<file path="src/rtl/spr_pkg.sv">
package spr_pkg;

   localparam int BYTE_W = 8;
   localparam int CSR_DATA_W = 64;
   localparam int CSR_ADDR_W = 5;
   localparam int LEN_W = 4;

   typedef logic [BYTE_W-1:0] byte_type;

   typedef enum logic [1:0] {
      CSR_PATTERN_BYTES,
      CSR_PATTERN_LENGTH,
      CSR_REPLACEMENT_BYTES,
      CSR_REPLACEMENT_LENGTH
   } csr_index_type;

endpackage

</file>
<file path="src/rtl/spr_scan.sv">
module spr_scan
   import spr_pkg::*;
#(
   parameter int PATTERN_MAX = 8,
   parameter int REPLACEMENT_MAX = 8,
   localparam int KW = $clog2(PATTERN_MAX),
   localparam int RUN_MAX = (PATTERN_MAX > REPLACEMENT_MAX) ? PATTERN_MAX : REPLACEMENT_MAX,
   localparam int LW = $clog2(RUN_MAX + 1)
) (
   input  logic [CSR_DATA_W-1:0] pattern_bytes,
   input  logic [LEN_W-1:0]      pattern_length,
   input  logic [CSR_DATA_W-1:0] replacement_bytes,
   input  logic [LEN_W-1:0]      replacement_length,
   input  logic [KW-1:0]         pending_count,
   input  byte_type              data_byte,
   input  logic                  end_of_stream,
   output byte_type              run_bytes [RUN_MAX],
   output logic [LW-1:0]         run_len,
   output logic [KW-1:0]         next_count
);

   localparam int CW = $clog2(PATTERN_MAX + 1);
   localparam int RCW = $clog2(REPLACEMENT_MAX + 1);

   logic [CW-1:0]  plen_eff;
   logic [KW-1:0]  plen_m1;
   logic [KW-1:0]  k;
   logic [RCW-1:0] rlen_eff;
   byte_type       buf_bytes [PATTERN_MAX];
   logic [PATTERN_MAX-1:0] cand;
   logic [CW-1:0]  n_count;
   logic [CW-1:0]  first_start;
   logic           match;

   always_comb begin
      if (pattern_length == '0) begin
         plen_eff = CW'(1);
      end else if (pattern_length > LEN_W'(PATTERN_MAX)) begin
         plen_eff = CW'(PATTERN_MAX);
      end else begin
         plen_eff = pattern_length[CW-1:0];
      end
      plen_m1 = KW'(plen_eff - CW'(1));
      k = (pending_count > plen_m1) ? plen_m1 : pending_count;
      if (replacement_length > LEN_W'(REPLACEMENT_MAX)) begin
         rlen_eff = RCW'(REPLACEMENT_MAX);
      end else begin
         rlen_eff = replacement_length[RCW-1:0];
      end
   end

   always_comb begin
      for (int i = 0; i < PATTERN_MAX; i++) begin
         buf_bytes[i] = (KW'(i) < k) ? pattern_bytes[BYTE_W*i +: BYTE_W] : data_byte;
      end
   end

   // a start is a candidate when the tail of the buffer from it is a pattern prefix
   always_comb begin
      for (int s = 0; s < PATTERN_MAX; s++) begin
         cand[s] = (KW'(s) <= k);
         for (int j = 0; j < PATTERN_MAX; j++) begin
            if (s + j < PATTERN_MAX) begin
               if (KW'(s + j) <= k &&
                   buf_bytes[s + j] != pattern_bytes[BYTE_W*j +: BYTE_W]) begin
                  cand[s] = 1'b0;
               end
            end
         end
      end
   end

   always_comb begin
      n_count = CW'(k) + CW'(1);
      first_start = n_count;
      for (int s = PATTERN_MAX - 1; s >= 0; s--) begin
         if (cand[s]) begin
            first_start = CW'(s);
         end
      end
      match = cand[0] && (k == plen_m1);
      if (match) begin
         run_len = LW'(rlen_eff);
      end else if (end_of_stream) begin
         run_len = LW'(n_count);
      end else begin
         run_len = LW'(first_start);
      end
      next_count = (match || end_of_stream) ? '0 : KW'(n_count - first_start);
   end

   always_comb begin
      for (int i = 0; i < RUN_MAX; i++) begin
         run_bytes[i] = '0;
         if (match) begin
            if (i < REPLACEMENT_MAX) begin
               run_bytes[i] = replacement_bytes[BYTE_W*i +: BYTE_W];
            end
         end else begin
            if (i < PATTERN_MAX) begin
               run_bytes[i] = buf_bytes[i % PATTERN_MAX];
            end
         end
      end
   end

endmodule

</file>
<file path="src/rtl/stream_pattern_replace_top.sv">
// Stream find-and-replace for a byte stream.
// req_*: one input item per handshake, the byte in req_tdata, req_tlast marking
// the final byte of the stream. rsp_*: one output byte per handshake; rsp_tlast
// marks the last byte caused by an input item, rsp_tuser marks that last byte
// when the input item was the final one of the stream.
// csr_*: write the pattern (up to eight bytes), its length, the replacement
// (zero to eight bytes) and its length at byte addresses 0, 8, 16 and 24.
// An accepted item is matched in the same cycle against the pending prefix
// count; its output bytes (0 to 8) land in a run register and leave one per
// cycle while the receiver is ready, the first in the cycle after acceptance.
// Unstalled, an item causing at most one byte sustains one item per cycle; a
// longer run holds the input, the next item being taken with its last byte.
// Reset clears the pending count, drops any run in flight and sets the
// pattern length to 1 with the other CSR registers zero.
// While the receiver stalls, the current byte holds and no new item is taken.
module stream_pattern_replace_top
   import spr_pkg::*;
#(
   parameter int PATTERN_MAX = 8,
   parameter int REPLACEMENT_MAX = 8
) (
   input  logic                  clock,
   input  logic                  reset,
   input  logic                  req_tvalid,
   output logic                  req_tready,
   input  logic [7:0]            req_tdata,    // data_byte
   input  logic                  req_tlast,    // end_of_stream
   output logic                  rsp_tvalid,
   input  logic                  rsp_tready,
   output logic [7:0]            rsp_tdata,    // out_byte
   output logic                  rsp_tlast,    // run_last
   output logic                  rsp_tuser,    // stream_done
   input  logic                  csr_psel,
   input  logic                  csr_penable,
   input  logic                  csr_pwrite,
   input  logic [CSR_ADDR_W-1:0] csr_paddr,
   input  logic [CSR_DATA_W-1:0] csr_pwdata,
   output logic [CSR_DATA_W-1:0] csr_prdata,
   output logic                  csr_pready
);

   localparam int KW = $clog2(PATTERN_MAX);
   localparam int RUN_MAX = (PATTERN_MAX > REPLACEMENT_MAX) ? PATTERN_MAX : REPLACEMENT_MAX;
   localparam int LW = $clog2(RUN_MAX + 1);
   localparam int IW = $clog2(RUN_MAX);

   logic [CSR_DATA_W-1:0] pattern_bytes_ff, pattern_bytes_in;
   logic [LEN_W-1:0]      pattern_length_ff, pattern_length_in;
   logic [CSR_DATA_W-1:0] replacement_bytes_ff, replacement_bytes_in;
   logic [LEN_W-1:0]      replacement_length_ff, replacement_length_in;

   logic [KW-1:0] pending_ff, pending_in;
   byte_type      run_bytes_ff [RUN_MAX];
   byte_type      run_bytes_in [RUN_MAX];
   logic [LW-1:0] run_len_ff, run_len_in;
   logic [LW-1:0] run_pos_ff, run_pos_in;
   logic          run_eos_ff, run_eos_in;

   byte_type      scan_bytes [RUN_MAX];
   logic [LW-1:0] scan_len;
   logic [KW-1:0] scan_next;
   logic          csr_write;
   csr_index_type csr_index;
   logic          req_fire;
   logic          rsp_fire;

   assign csr_pready = 1'b1;
   assign csr_write = csr_psel && csr_penable && csr_pwrite && csr_pready;
   assign csr_index = csr_index_type'(csr_paddr[CSR_ADDR_W-1:3]);

   always_comb begin
      pattern_bytes_in = pattern_bytes_ff;
      pattern_length_in = pattern_length_ff;
      replacement_bytes_in = replacement_bytes_ff;
      replacement_length_in = replacement_length_ff;
      csr_prdata = '0;
      unique case (csr_index)
         CSR_PATTERN_BYTES: begin
            csr_prdata = pattern_bytes_ff;
            if (csr_write) pattern_bytes_in = csr_pwdata;
         end
         CSR_PATTERN_LENGTH: begin
            csr_prdata = CSR_DATA_W'(pattern_length_ff);
            if (csr_write) pattern_length_in = csr_pwdata[LEN_W-1:0];
         end
         CSR_REPLACEMENT_BYTES: begin
            csr_prdata = replacement_bytes_ff;
            if (csr_write) replacement_bytes_in = csr_pwdata;
         end
         CSR_REPLACEMENT_LENGTH: begin
            csr_prdata = CSR_DATA_W'(replacement_length_ff);
            if (csr_write) replacement_length_in = csr_pwdata[LEN_W-1:0];
         end
         default: begin
            csr_prdata = '0;
         end
      endcase
   end

   always_ff @(posedge clock) begin
      if (reset) begin
         pattern_bytes_ff <= '0;
         pattern_length_ff <= LEN_W'(1);
         replacement_bytes_ff <= '0;
         replacement_length_ff <= '0;
      end else begin
         pattern_bytes_ff <= pattern_bytes_in;
         pattern_length_ff <= pattern_length_in;
         replacement_bytes_ff <= replacement_bytes_in;
         replacement_length_ff <= replacement_length_in;
      end
   end

   spr_scan #(
      .PATTERN_MAX     (PATTERN_MAX),
      .REPLACEMENT_MAX (REPLACEMENT_MAX)
   ) u_scan (
      .pattern_bytes      (pattern_bytes_ff),
      .pattern_length     (pattern_length_ff),
      .replacement_bytes  (replacement_bytes_ff),
      .replacement_length (replacement_length_ff),
      .pending_count      (pending_ff),
      .data_byte          (req_tdata),
      .end_of_stream      (req_tlast),
      .run_bytes          (scan_bytes),
      .run_len            (scan_len),
      .next_count         (scan_next)
   );

   assign rsp_tvalid = (run_pos_ff != run_len_ff);
   assign rsp_tlast = (run_pos_ff == run_len_ff - LW'(1));
   assign rsp_tuser = rsp_tlast && run_eos_ff;
   assign rsp_tdata = run_bytes_ff[run_pos_ff[IW-1:0]];
   assign rsp_fire = rsp_tvalid && rsp_tready;
   assign req_tready = !rsp_tvalid || (rsp_tready && rsp_tlast);
   assign req_fire = req_tvalid && req_tready;

   always_comb begin
      pending_in = pending_ff;
      run_bytes_in = run_bytes_ff;
      run_len_in = run_len_ff;
      run_pos_in = run_pos_ff;
      run_eos_in = run_eos_ff;
      if (req_fire) begin
         pending_in = scan_next;
         run_bytes_in = scan_bytes;
         run_len_in = scan_len;
         run_pos_in = '0;
         run_eos_in = req_tlast;
      end else if (rsp_fire) begin
         run_pos_in = run_pos_ff + LW'(1);
      end
   end

   always_ff @(posedge clock) begin
      if (reset) begin
         pending_ff <= '0;
         run_len_ff <= '0;
         run_pos_ff <= '0;
         run_eos_ff <= 1'b0;
      end else begin
         pending_ff <= pending_in;
         run_len_ff <= run_len_in;
         run_pos_ff <= run_pos_in;
         run_eos_ff <= run_eos_in;
      end
   end

   always_ff @(posedge clock) begin
      run_bytes_ff <= run_bytes_in;
   end

`ifndef SYNTH
   a_run_continues: assert property (@(posedge clock) disable iff (reset)
      rsp_tvalid && rsp_tready && !rsp_tlast |=> rsp_tvalid)
      else $error("run ended before its last byte");

   a_final_clears: assert property (@(posedge clock) disable iff (reset)
      req_tvalid && req_tready && req_tlast |=> pending_ff == '0)
      else $error("pending count not cleared after final item");

   a_done_on_last: assert property (@(posedge clock) disable iff (reset)
      rsp_tvalid && rsp_tuser |-> rsp_tlast)
      else $error("stream_done away from the last byte of a run");

   a_take_on_drain: assert property (@(posedge clock) disable iff (reset)
      req_tready && rsp_tvalid |-> rsp_tready && rsp_tlast)
      else $error("item taken while a run is still pending");

   a_pos_bound: assert property (@(posedge clock) disable iff (reset)
      run_pos_ff <= run_len_ff && run_len_ff <= LW'(RUN_MAX))
      else $error("run position out of range");
`endif

endmodule
</file>
<file path="config.mk">
export PLATFORM = sky130hd
export DESIGN_NAME = stream_pattern_replace_top
export DESIGN_NICKNAME = d
export VERILOG_FILES = /design/src/rtl/spr_pkg.sv /design/src/rtl/spr_scan.sv /design/src/rtl/stream_pattern_replace_top.sv
export SDC_FILE = /design/constraint.sdc
export NUM_CORES = 1
export LEC_CHECK = 0
export BUFFER_PORTS_ARGS = -buffer_cell sky130_fd_sc_hd__buf_2
export CAP_MARGIN = 25
export CORE_ASPECT_RATIO = 0.5
export CORE_MARGIN = 2
export CORE_UTILIZATION = 54
export CTS_CLUSTER_SIZE = 20
export DETAILED_ROUTE_END_ITERATION = 8
export GPL_TIMING_DRIVEN = 0
export PLACE_DENSITY_LB_ADDON = 0.2
export SLEW_MARGIN = 10
export SYNTH_ARGS = -nofsm -noshare
export SYNTH_HDL_FRONTEND = slang
export SYNTH_SLANG_ARGS = --single-unit
</file>
<file path="constraint.sdc">
create_clock -name clock -period 6.4 [get_ports clock]
set_clock_uncertainty 0.1 [all_clocks]
set_input_delay 0.64 -clock clock [delete_from_list [all_inputs] [get_ports clock]]
set_output_delay 0.64 -clock clock [all_outputs]
set_load 0.005 [all_outputs]
</file>
=== Yosys cells after proc, flatten, opt, wreduce, memory -nomap -nowiden ===
Cells that the tools add are included.

* Reduce and logical (&&, ||, !) cells: 53
* Mux-type cells: 71
* Add/sub/neg operators: 5
* Equality and inequality tests: 42
* Bitwise gates (word level): 1
* $lt $le $gt $ge: 20

{| class="wikitable"
|+ Operators with widths
! operator !! count
|-
| $ne 8x8->1 || 36
|-
| $pmux 64 s4 || 1
|-
| $mux 8 || 18
|-
| $mux 4 || 11
|-
| $logic_and 1x1->1 || 43
|-
| $mux 1 || 36
|-
| $bmux 8 s3 || 1
|-
| $le 3x3->1 const A || 4
|-
| $lt 3x3->1 const A || 4
|-
| $mux 3 || 4
|-
| $gt 4x4->1 const B || 2
|-
| $reduce_and 2->1 || 4
|-
| $le 1x3->1 const A || 2
|-
| $le 2x3->1 const A || 2
|-
| $lt 1x3->1 const A || 2
|-
| $lt 2x3->1 const A || 2
|-
| $add 3x1->4 const B || 1
|-
| $add 4x1->4 const B || 1
|-
| $eq 2x2->1 const B || 2
|-
| $eq 4x4->1 || 1
|-
| $ge 4x4->1 const B || 1
|-
| $logic_not 4->1 || 1
|-
| $ne 4x4->1 || 1
|-
| $not 3->4 || 1
|-
| 10 further kinds || 11
|}

* Word-level logic and storage cells: 208
* Input port bits: 85
* Flip-flop bits (word level): 212
* Output and inout bits: 77

=== Longest topological paths before layout ===
Gate-level depths: netlist (run 1).

* Depth after elaboration: 21
* Gate-level depth with buffers: 25
* Gate-level depth less buffers: 24

=== Cells and area by module ===
A second synthesis (run 1) with hierarchy kept.

* Cells, all modules: 1840
* Area total of the unflattened synthesis: 14676.6 µm²

{| class="wikitable"
|+ Modules (own cells, without submodules)
! module !! cells an instance !! area an instance (µm²) !! instances
|-
| stream_pattern_replace_top || 894 || 8744.6 || 1
|-
| spr_scan || 946 || 5931.9 || 1
|}

=== Worst setup path after synthesis (run 1) ===
Ideal clock, no wire load.

* Kind: register to register
* Start point: register pattern_length_ff[1]
* End point: register pending_ff[2]
* Path buffers: 1
* Cell stages (with the launch flop): 25
* Setup time: 0.124 ns
* Required time: 6.176 ns
* Slack: 0.920 ns
* Arrival time: 5.257 ns
* Period minus slack after synthesis: 5.480 ns
* Cells stage by stage: dfxtp_1 > o21ba_2 > or2_2 > clkbuf_1 > ha_1 > ha_1 > nor2b_1 > o21a_1 > maj3_1 > nand2_1 > o21ai_1 > ha_1 > ha_1 > a221oi_1 > o211ai_1 > o41ai_1 > nand2_1 > a21o_1 > a21oi_1 > nor2_1 > ha_1 > fa_1 > xor2_1 > xnor2_1 > o22ai_1

* Cells in the longest elaborated chain, start to end: 21
* Elaborated cells on any way between the ends: 153
* Those cells by class: 3 x add/sub; 18 x order compare; 37 x eq/ne; 56 x mux; 39 x reduce/logical

{| class="wikitable"
|+ Ends and longest elaborated chain
! element !! RTL line !! text
|-
| start: declaration || stream_pattern_replace_top.sv:48 || <nowiki>logic [LEN_W-1:0] pattern_length_ff, pattern_length_in;</nowiki>
|-
| start signal: assignment || stream_pattern_replace_top.sv:108 || <nowiki>pattern_length_ff <= pattern_length_in;</nowiki>
|-
| $gt 4x4->1 || spr_scan.sv:38 || <nowiki>end else if (pattern_length > LEN_W'(PATTERN_MAX)) begin</nowiki>
|-
| $mux 3 || spr_scan.sv:38 ||
|-
| $mux 3 (*) || spr_scan.sv:36 || <nowiki>if (pattern_length == '0) begin</nowiki>
|-
| $sub 3x1->3 (*) || spr_scan.sv:43 || <nowiki>plen_m1 = KW'(plen_eff - CW'(1));</nowiki>
|-
| $gt 3x3->1 || spr_scan.sv:44 || <nowiki>k = (pending_count > plen_m1) ? plen_m1 : pending_count;</nowiki>
|-
| $mux 3 || spr_scan.sv:44 ||
|-
| $lt 3x3->1 (tied with other cells) || spr_scan.sv:54 || <nowiki>buf_bytes[i] = (KW'(i) < k) ? pattern_bytes[BYTE_W*i +: BYTE_W] : data_byte;</nowiki>
|-
| $mux 8 || spr_scan.sv:54 ||
|-
| $ne 8x8->1 || spr_scan.sv:65 || <nowiki>buf_bytes[s + j] != pattern_bytes[BYTE_W*j +: BYTE_W]) begin</nowiki>
|-
| $logic_and 1x1->1 || spr_scan.sv:64 || <nowiki>if (KW'(s + j) <= k &&</nowiki>
|-
| $mux 1 || spr_scan.sv:64 ||
|-
| $mux 4 / $mux 1 (equally long branches) (7 in a row) || spr_scan.sv:77, spr_scan.sv:64 ||
|-
| $mux 4 / $logic_and 1x1->1 (equally long branches) || spr_scan.sv:77, spr_scan.sv:81 ||
|-
| $sub 3x3->3 / $logic_or 1x1->1 (equally long branches) || spr_scan.sv:89 || <nowiki>next_count = (match || end_of_stream) ? '0 : KW'(n_count - first_start);</nowiki>
|-
| $mux 3 (*) || spr_scan.sv:89 ||
|-
| end signal: assignment || stream_pattern_replace_top.sv:162 || <nowiki>pending_ff <= pending_in;</nowiki>
|-
| end: declaration || stream_pattern_replace_top.sv:52 || <nowiki>logic [KW-1:0] pending_ff, pending_in;</nowiki>
|}

Mark *: on every way between the ends. The rest lies on a longest branch, timed or not.
A chain may end at the register's enable or synchronous reset.

==> flow_summary.json, run 1 <==
{
  "status": "completed",
  "grt_pass1_vias": 12700,
  "whs_endpoint": "pattern_bytes_ff[9]$_SDFFE_PP0P_",
  "drt_wl_total_mm": 59.5,
  "power_density_nw_per_um2": 349,
  "switching_power_mw": 2.27,
  "worstPathMaxFanout": 10,
  "grt_max_degree": 69,
  "hold_viol_final": 0,
  "clock-sinks": 212,
  "ir_drop_v": 0.000240,
  "netSwitchingFraction": 0.404,
  "fin_setup_tns_ns": 0,
  "synth_top_cell_by_area": "dfxtp_1",
  "core_um2": 25200,
  "gp_congestion": 1.06,
  "seqPwrFrac": 0.340,
  "dp_hpwl_mm": 43.7,
  "worstSetupEndpointType": "register",
  "synth-warning-count": 0,
  "syn-mean-instance-area_um2": 8.25,
  "cts_buffers": 21,
  "area_delta_synth_final_pct": 15.9,
  "synthArstFlopShare": 0,
  "std_cell_rows": 41,
  "startpoint_type": "register",
  "rrSetupSlack_ns": 0.09,
  "clk_pin_slew_ns": 0.08,
  "drive_gt1_frac": 0.160,
  "power_mw": 5.63,
  "setup_ws_ns": 0.0875,
  "crit_type": "reg -> reg",
  "syn_nets": 1781,
  "max_slew_margin": 0.147,
  "synthCells": 1685,
  "tightestPinTransition_ns": 1.28,
  "vias": 14100,
  "p_leak_nw": 6.41,
  "p_clk_frac": 0.245,
  "critical_path_arrival_ns": 6.49,
  "hp-start": "csr_pwdata[9]",
  "r2r_cells": 16,
  "crit_slowest_cell": "o21ai_1",
  "io_pins": 162,
  "drtIter0Drc": 2485,
  "die_width_um": 231,
  "p_int_mw": 3.35,
  "drc_errors": 0,
  "cts-htree-levels": 1,
  "r2r-start": "pattern_length_ff[1]$_SDFFE_PP0P_",
  "pre_cts_ws_ns": -0.480,
  "firstDrtPassIters": 6,
  "port_buffers": 146,
  "yosys_register_bits": 212,
  "dieArea_um2": 27100,
  "min_delay_path_depth": 3,
  "synth-seq-area-share": 0.352,
  "root_buffer": "clkbuf_16",
  "synth_top_area_share": 0.213,
  "grt_usage": 0.428,
  "clkLatencyLatePin_ns": 0.55,
  "comb_power_share": 0.415,
  "crit_path_cell_trace": "o21ba_2 > or2_2 > clkbuf_1 > ha_2 > ha_1 > nor2b_1 > o21a_2 > maj3_2 > o21ai_1 > a21oi_1 > a31o_2 > a221oi_4 > nand2_1 > clkbuf_2 > clkbuf_1 > a21oi_1",
  "initial_core_util": 0.551,
  "cp_slowest_stage_delay_ns": 0.71,
  "timing.rr.end": "run_bytes_ff[28]$_DFFE_PP_",
  "overflow": 0,
  "vias_per_cell": 6.35,
  "final_antenna_net_count": 0,
  "cts_tree": "yes",
  "synth_area_leaders": "dfxtp_1 21%, edfxtp_1 14%, a21oi_1 8.0%",
  "clock_path_buffers": 3,
  "antenna_found_initial": 5,
  "max_freq_mhz": 158,
  "ys.flop_type": "dfxtp_1",
  "maxCapViolCount": 0,
  "drv_slew": 0,
  "nNetsFinal": 1964,
  "setup_viol": 0,
  "cp.required_ns": 6.57,
  "wl_per_cell_um": 26.7,
  "grt_first_pass_wirelength_mm": 84.3,
  "synth_edf_count": 64,
  "finalCriticalPeriod_ns": 6.31,
  "rsz0062_at_grt": "false",
  "yosysUniqueCellTypes": 77,
  "min_path_type": "in -> reg",
  "min_period_over_period": 0.986,
  "die-height_um": 117,
  "synth.cell_area_um2": 13900
}
==> logic make-up (layout without fill, tap and decap cells) <==
logic type | Yosys count | in the layout | share of synthesized area
fa+ha+maj | 13 | 13 | 0.0119
other cells | 1 | 3 | 0.000270
flops | 212 | 212 | 0.352
xor+xnor | 211 | 211 | 0.134
simple gates | 586 | 586 | 0.185
buf+inv | 193 | 389 | 0.0558
compound gates | 328 | 328 | 0.137
mux | 141 | 141 | 0.125
==> sequential cells by signal, summed over array words and instances, names as in the netlist <==
signal	cells
run_pos_ff	4
replacement_length_ff	4
pattern_bytes_ff	64
run_bytes_ff	64
replacement_bytes_ff	64
pending_ff	3
pattern_length_ff	4
run_len_ff	4
run_eos_ff	1
==> critical path, delay by kind of cell (launching register included) <==
kind | cells | cell delay (ns)
adder cells (fa/ha/maj) | 3 | 1.11
AO/OA/AOI/OAI | 7 | 2.74
flip-flops | 1 | 0.35
buffers and inverters | 3 | 0.95
AND/OR/NAND/NOR | 3 | 0.75
==> worst max path at each step <==
stage	start	endpoint	slack, ns	cells after the start
floorplan	pattern_length_ff[1]$_SDFFE_PP0P_	pending_ff[2]$_SDFFE_PP0P_	0.92	24
global placement	pattern_length_ff[1]$_SDFFE_PP0P_	run_bytes_ff[26]$_DFFE_PP_	-0.47	19
detailed placement	pattern_length_ff[1]$_SDFFE_PP0P_	run_bytes_ff[26]$_DFFE_PP_	-0.48	19
CTS	pattern_length_ff[1]$_SDFFE_PP0P_	pending_ff[2]$_SDFFE_PP0P_	0.006	25
global route	pattern_length_ff[1]$_SDFFE_PP0P_	pending_ff[2]$_SDFFE_PP0P_	0.007	21
finish	pattern_length_ff[1]$_SDFFE_PP0P_	run_bytes_ff[28]$_DFFE_PP_	0.09	16
==> cells in the final DEF (no fill, tap or decap), types with 19 or more instances in the layout <==
cell type	Yosys	layout
clkbuf_16	0	22
xnor2_1	115	115
o21ai_0	24	21
nor2_1	161	160
inv_1	32	31
dfxtp_1	148	148
nor4_1	36	36
a21oi_1	222	216
mux4_2	20	20
mux2i_1	96	91
clkbuf_1	127	124
nand3_1	19	19
nand2_1	290	290
buf_2	7	155
edfxtp_1	64	64
buf_1	20	19
xor2_1	95	95
==> per-stage QoR <==
step	area [um2]	hold slack, ns	instances	util
after CTS	15900	0.241	2219	0.631
after floorplan	13900	0.332	1685	-
final	16100	0.236	2227	0.638
after global placement	15100	0.346	2175	0.597
after detailed placement	15200	0.355	2182	0.601
after global routing	16100	0.252	2225	0.638
==> synth_stat cells (3+ instances only) <==
cell       count
nor3_1        12
o211ai_1       4
a211o_1        4
a21oi_2        3
nor3b_1        4
a221oi_1       6
buf_1         20
xnor2_1      115
ha_1          10
a21oi_1      222
nor2_1       161
mux2i_1       96
nor2b_1        3
edfxtp_1      64
inv_1         32
xor2_1        95
a2111oi_0      3
a22oi_1        4
o221ai_1       3
mux2i_2        6
o22ai_1       13
mux2_2        17
and2_1         6
nand2_1      290
nand2b_1       5
nor4_1        36
o21ai_1        5
o2111ai_1      3
o21ai_0       24
buf_2          7
a31oi_1        8
nand3_1       19
clkbuf_1     127
nand4_1       18
mux4_2        20
o21a_1         3
and3_1        18
dfxtp_1      148
==> timing repair <==
action,in CTS,in global routing
buffers inserted,1,3
endpoints found under the setup margin,58,35
pin swaps,0,2
hold buffers,0,0
gates resized for setup,11,26
==> routing by layer <==
layer  wire, um  vias to the layer above  track usage
met4       2160                        4        0.128
li1           -                     6149            -
met1      24100                     6696        0.620
met5         27                        -            0
met2      22400                     1123        0.548
met3      10800                      176        0.205
==> cell type report <==
type / instances / area [um2]
Fill cell: 2258 / 9140
Multi-Input combinational cell: 1280 / 8370
Sequential cell: 212 / 4880
Timing Repair Buffer: 160 / 885
Buffer: 159 / 649
Clock buffer: 25 / 582
Tap cell: 344 / 430
Clock inverter: 11 / 155
Inverter: 34 / 135
Antenna cell: 2 / 5.00
==> power by group through the flow <==
stage                     Sequential (mW)  Clock (mW)  Combinational [mW]
after floorplan                      1.89           0                1.35
after global placement               1.94           0                2.11
after detailed placement             1.93           0                2.13
after CTS                            1.90        1.36                2.15
after global routing                 1.93        1.41                2.43
final                                1.91        1.38                2.34
(Power assumes the default switching activity.)
==> run 2, diff against run 1 <==
CAP_MARGIN = 5   (was 25)
CELL_PAD_IN_SITES_DETAIL_PLACEMENT = 0   (was default)
CELL_PAD_IN_SITES_GLOBAL_PLACEMENT = 2   (was default)
CORE_UTILIZATION = 36   (was 54)
==> run 2 against run 1 <==
- total power down 1.3%
- cell count up 7.5%
- global-route usage down 11 points
- cell area up 0.67%
- count of clock-buffer cells in the layout up 9
- non-clock buffer count down 12
- die area up 49%
- worst hold slack better by 0.0096 ns
- core utilization down 21 points
- sequential power about the same
==> flow_summary.json, run 2 (same netlist as run 1, synthesis figures left out) <==
{
  "post_cts_buffers": 0,
  "antenna_found_initial": 2,
  "die-height_um": 143,
  "core_um2": 37700,
  "root_buffer": "clkbuf_16",
  "finalCriticalPeriod_ns": 6.13,
  "area_delta_synth_final_pct": 16.6,
  "hp-start": "csr_pwdata[34]",
  "clkLatencyLatePin_ns": 0.54,
  "min_path_type": "in -> reg",
  "vias": 13700,
  "std_cell_rows": 50,
  "drv_slew": 0,
  "whs_endpoint": "replacement_bytes_ff[34]$_SDFFE_PP0P_",
  "grt_usage": 0.319,
  "setup_ws_ns": 0.265,
  "crit_path_cell_trace": "o21ba_2 > or2_2 > clkbuf_1 > ha_4 > ha_1 > nor2b_1 > o21a_2 > maj3_2 > o21ai_1 > a21oi_1 > a31o_2 > a221oi_4 > nand2_1 > clkbuf_2 > clkbuf_1 > a21oi_1",
  "placed_area_um2": 15300,
  "seqPwrFrac": 0.347,
  "power_density_nw_per_um2": 342,
  "firstDrtPassIters": 5,
  "grt_util_met2": 0.428,
  "p_int_mw": 3.30,
  "netSwitchingFraction": 0.405,
  "top_regs": "pattern_bytes_ff: 64 flops, replacement_bytes_ff: 64 flops, run_bytes_ff: 64 flops",
  "cts-htree-levels": 1,
  "min_period_over_period": 0.959,
  "drtIter0Drc": 1718,
  "p_leak_nw": 6.36,
  "startpoint_type": "register",
  "max_freq_mhz": 163,
  "timing.rr.end": "run_bytes_ff[32]$_DFFE_PP_",
  "num-fill-cells": 3944,
  "final_antenna_net_count": 0,
  "drc_errors": 0,
  "crit_slowest_cell": "o21ai_1",
  "critPathBufInv": 3,
  "switching_power_mw": 2.25,
  "wl_per_cell_um": 27.2,
  "comb_power_share": 0.414,
  "numPlacedInstances": 2354,
  "min_delay_path_depth": 3,
  "fin_area_um2": 16200,
  "met3_usage": 0.0890,
  "busiest_layer": "met1",
  "initial_core_util": 0.368,
  "final_cell_mix": "290 x nand2_1, 219 x a21oi_1, 160 x nor2_1, 157 x buf_2, 148 x dfxtp_1",
  "drt_wl_total_mm": 65.1,
  "cts_buffers": 22,
  "hold_viol_final": 0,
  "rrSetupSlack_ns": 0.27,
  "gp_congestion": 1.05,
  "die_width_um": 282,
  "rsz0062_at_grt": "false",
  "worstSetupEndpointType": "register",
  "drive_gt1_frac": 0.156,
  "dieArea_um2": 40300,
  "grt_first_pass_wirelength_mm": 91.7,
  "clk_pin_slew_ns": 0.07,
  "dp_hpwl_mm": 48.2,
  "hold_buffers": 0,
  "p_clk_frac": 0.239,
  "grt_pass1_vias": 12700,
  "nNetsFinal": 1953,
  "cts_tree": "yes",
  "r2r-start": "pattern_length_ff[1]$_SDFFE_PP0P_",
  "clock-sinks": 212,
  "cp_top_family": "compound AO/OA/AOI/OAI gates",
  "pre_cts_ws_ns": -0.465,
  "status": "completed",
  "tightestPinTransition_ns": 1.31,
  "r2r_cells": 16,
  "crit_type": "reg -> reg",
  "grt_max_degree": 65,
  "cp_slowest_stage_delay_ns": 0.70,
  "met1_usage": 0.487,
  "critical_path_arrival_ns": 6.33,
  "ir_drop_v": 0.000207,
  "overflow": 0,
  "vias_per_cell": 5.73,
  "clock_path_buffers": 3,
  "maxCapViolCount": 0,
  "cp.required_ns": 6.60,
  "fin_cells": 2395,
  "port_buffers": 146,
  "setup_viol": 0,
  "io_pins": 162,
  "worstPathMaxFanout": 10,
  "max_slew_margin": 0.126,
  "layout_commonest_cell": "nand2_1"
}
==> run 2: cell count changes in the layout (fill, tap and decap cells not counted), sizes merged <==
cell / delta
inv: -1
clkinvlp: -2
clkbuf: +8
clkinv: +1
bufinv: -3
buf: -11
==> run 2: worst max-delay path by stage <==
stage | startpoint | end | slack (ns) | depth (start not counted)
2_1_floorplan | pattern_length_ff[1]$_SDFFE_PP0P_ | pending_ff[2]$_SDFFE_PP0P_ | 0.92 | 24
3_3_place_gp | pattern_length_ff[1]$_SDFFE_PP0P_ | run_bytes_ff[26]$_DFFE_PP_ | -0.57 | 19
3_5_place_dp | pattern_length_ff[1]$_SDFFE_PP0P_ | run_bytes_ff[26]$_DFFE_PP_ | -0.47 | 19
4_1_cts | pattern_length_ff[1]$_SDFFE_PP0P_ | run_bytes_ff[12]$_DFFE_PP_ | 0.01 | 20
5_1_grt | pattern_length_ff[1]$_SDFFE_PP0P_ | pending_ff[2]$_SDFFE_PP0P_ | 0.02 | 21
6_report | pattern_length_ff[1]$_SDFFE_PP0P_ | run_bytes_ff[32]$_DFFE_PP_ | 0.27 | 16
==> run 2: power by group through the flow <==
| stage | clock network (mW) | registers [mW] | logic [mW] |
|---|---|---|---|
| detailed placement | 0 | 1.94 | 2.16 |
| global placement | 0 | 1.96 | 2.15 |
| global route | 1.39 | 1.94 | 2.41 |
| finish | 1.33 | 1.93 | 2.30 |
| CTS | 1.34 | 1.92 | 2.18 |
| floorplan | 0 | 1.89 | 1.35 |
==> run 2: per-stage QoR <==
stage	power (mW)	utilization	hold WS, ns	setup TNS [ns]
CTS	5.44	0.426	0.234	0
global placement	4.11	0.405	0.343	-17.49
finish	5.55	0.430	0.245	0
global route	5.74	0.429	0.249	0
detailed placement	4.10	0.407	0.351	-14.03
floorplan	3.24	-	0.332	0
==> run 2: worst reg2reg max path, stage by stage (launching register included) <==
cell and delay, ns:
dfxtp_1 0.35, o21ba_2 0.27, or2_2 0.27, clkbuf_1 0.20
ha_4 0.31, ha_1 0.30, nor2b_1 0.17, o21a_2 0.27
maj3_2 0.39, o21ai_1 0.70, a21oi_1 0.21, a31o_2 0.33
a221oi_4 0.52, nand2_1 0.32, clkbuf_2 0.40, clkbuf_1 0.34
a21oi_1 0.45
==> run 2: layout make-up <==
cell class | instances | area, um2 | share of cell area
Inverter | 34 | 135 | 0.00834
Antenna cell | 2 | 5.00 | 0.000309
Timing Repair Buffer | 149 | 785 | 0.0484
Buffer | 158 | 649 | 0.0401
Clock inverter | 6 | 31.3 | 0.00193
Sequential cell | 212 | 4880 | 0.301
Clock buffer | 34 | 677 | 0.0418
Multi-Input combinational cell | 1280 | 8390 | 0.518
Tap cell | 520 | 651 | 0.0401
==> run 2: repair_timing <==
action	in CTS	in global routing
gates cloned	0	0
resized for setup	10	28
endpoints found under the setup margin	61	59
==> run 2: per-layer routing <==
layer	vias up	routed length (um)
met3	100	8080
li1	6136	-
met5	-	0
met2	773	25400
met4	0	1750
met1	6722	29900
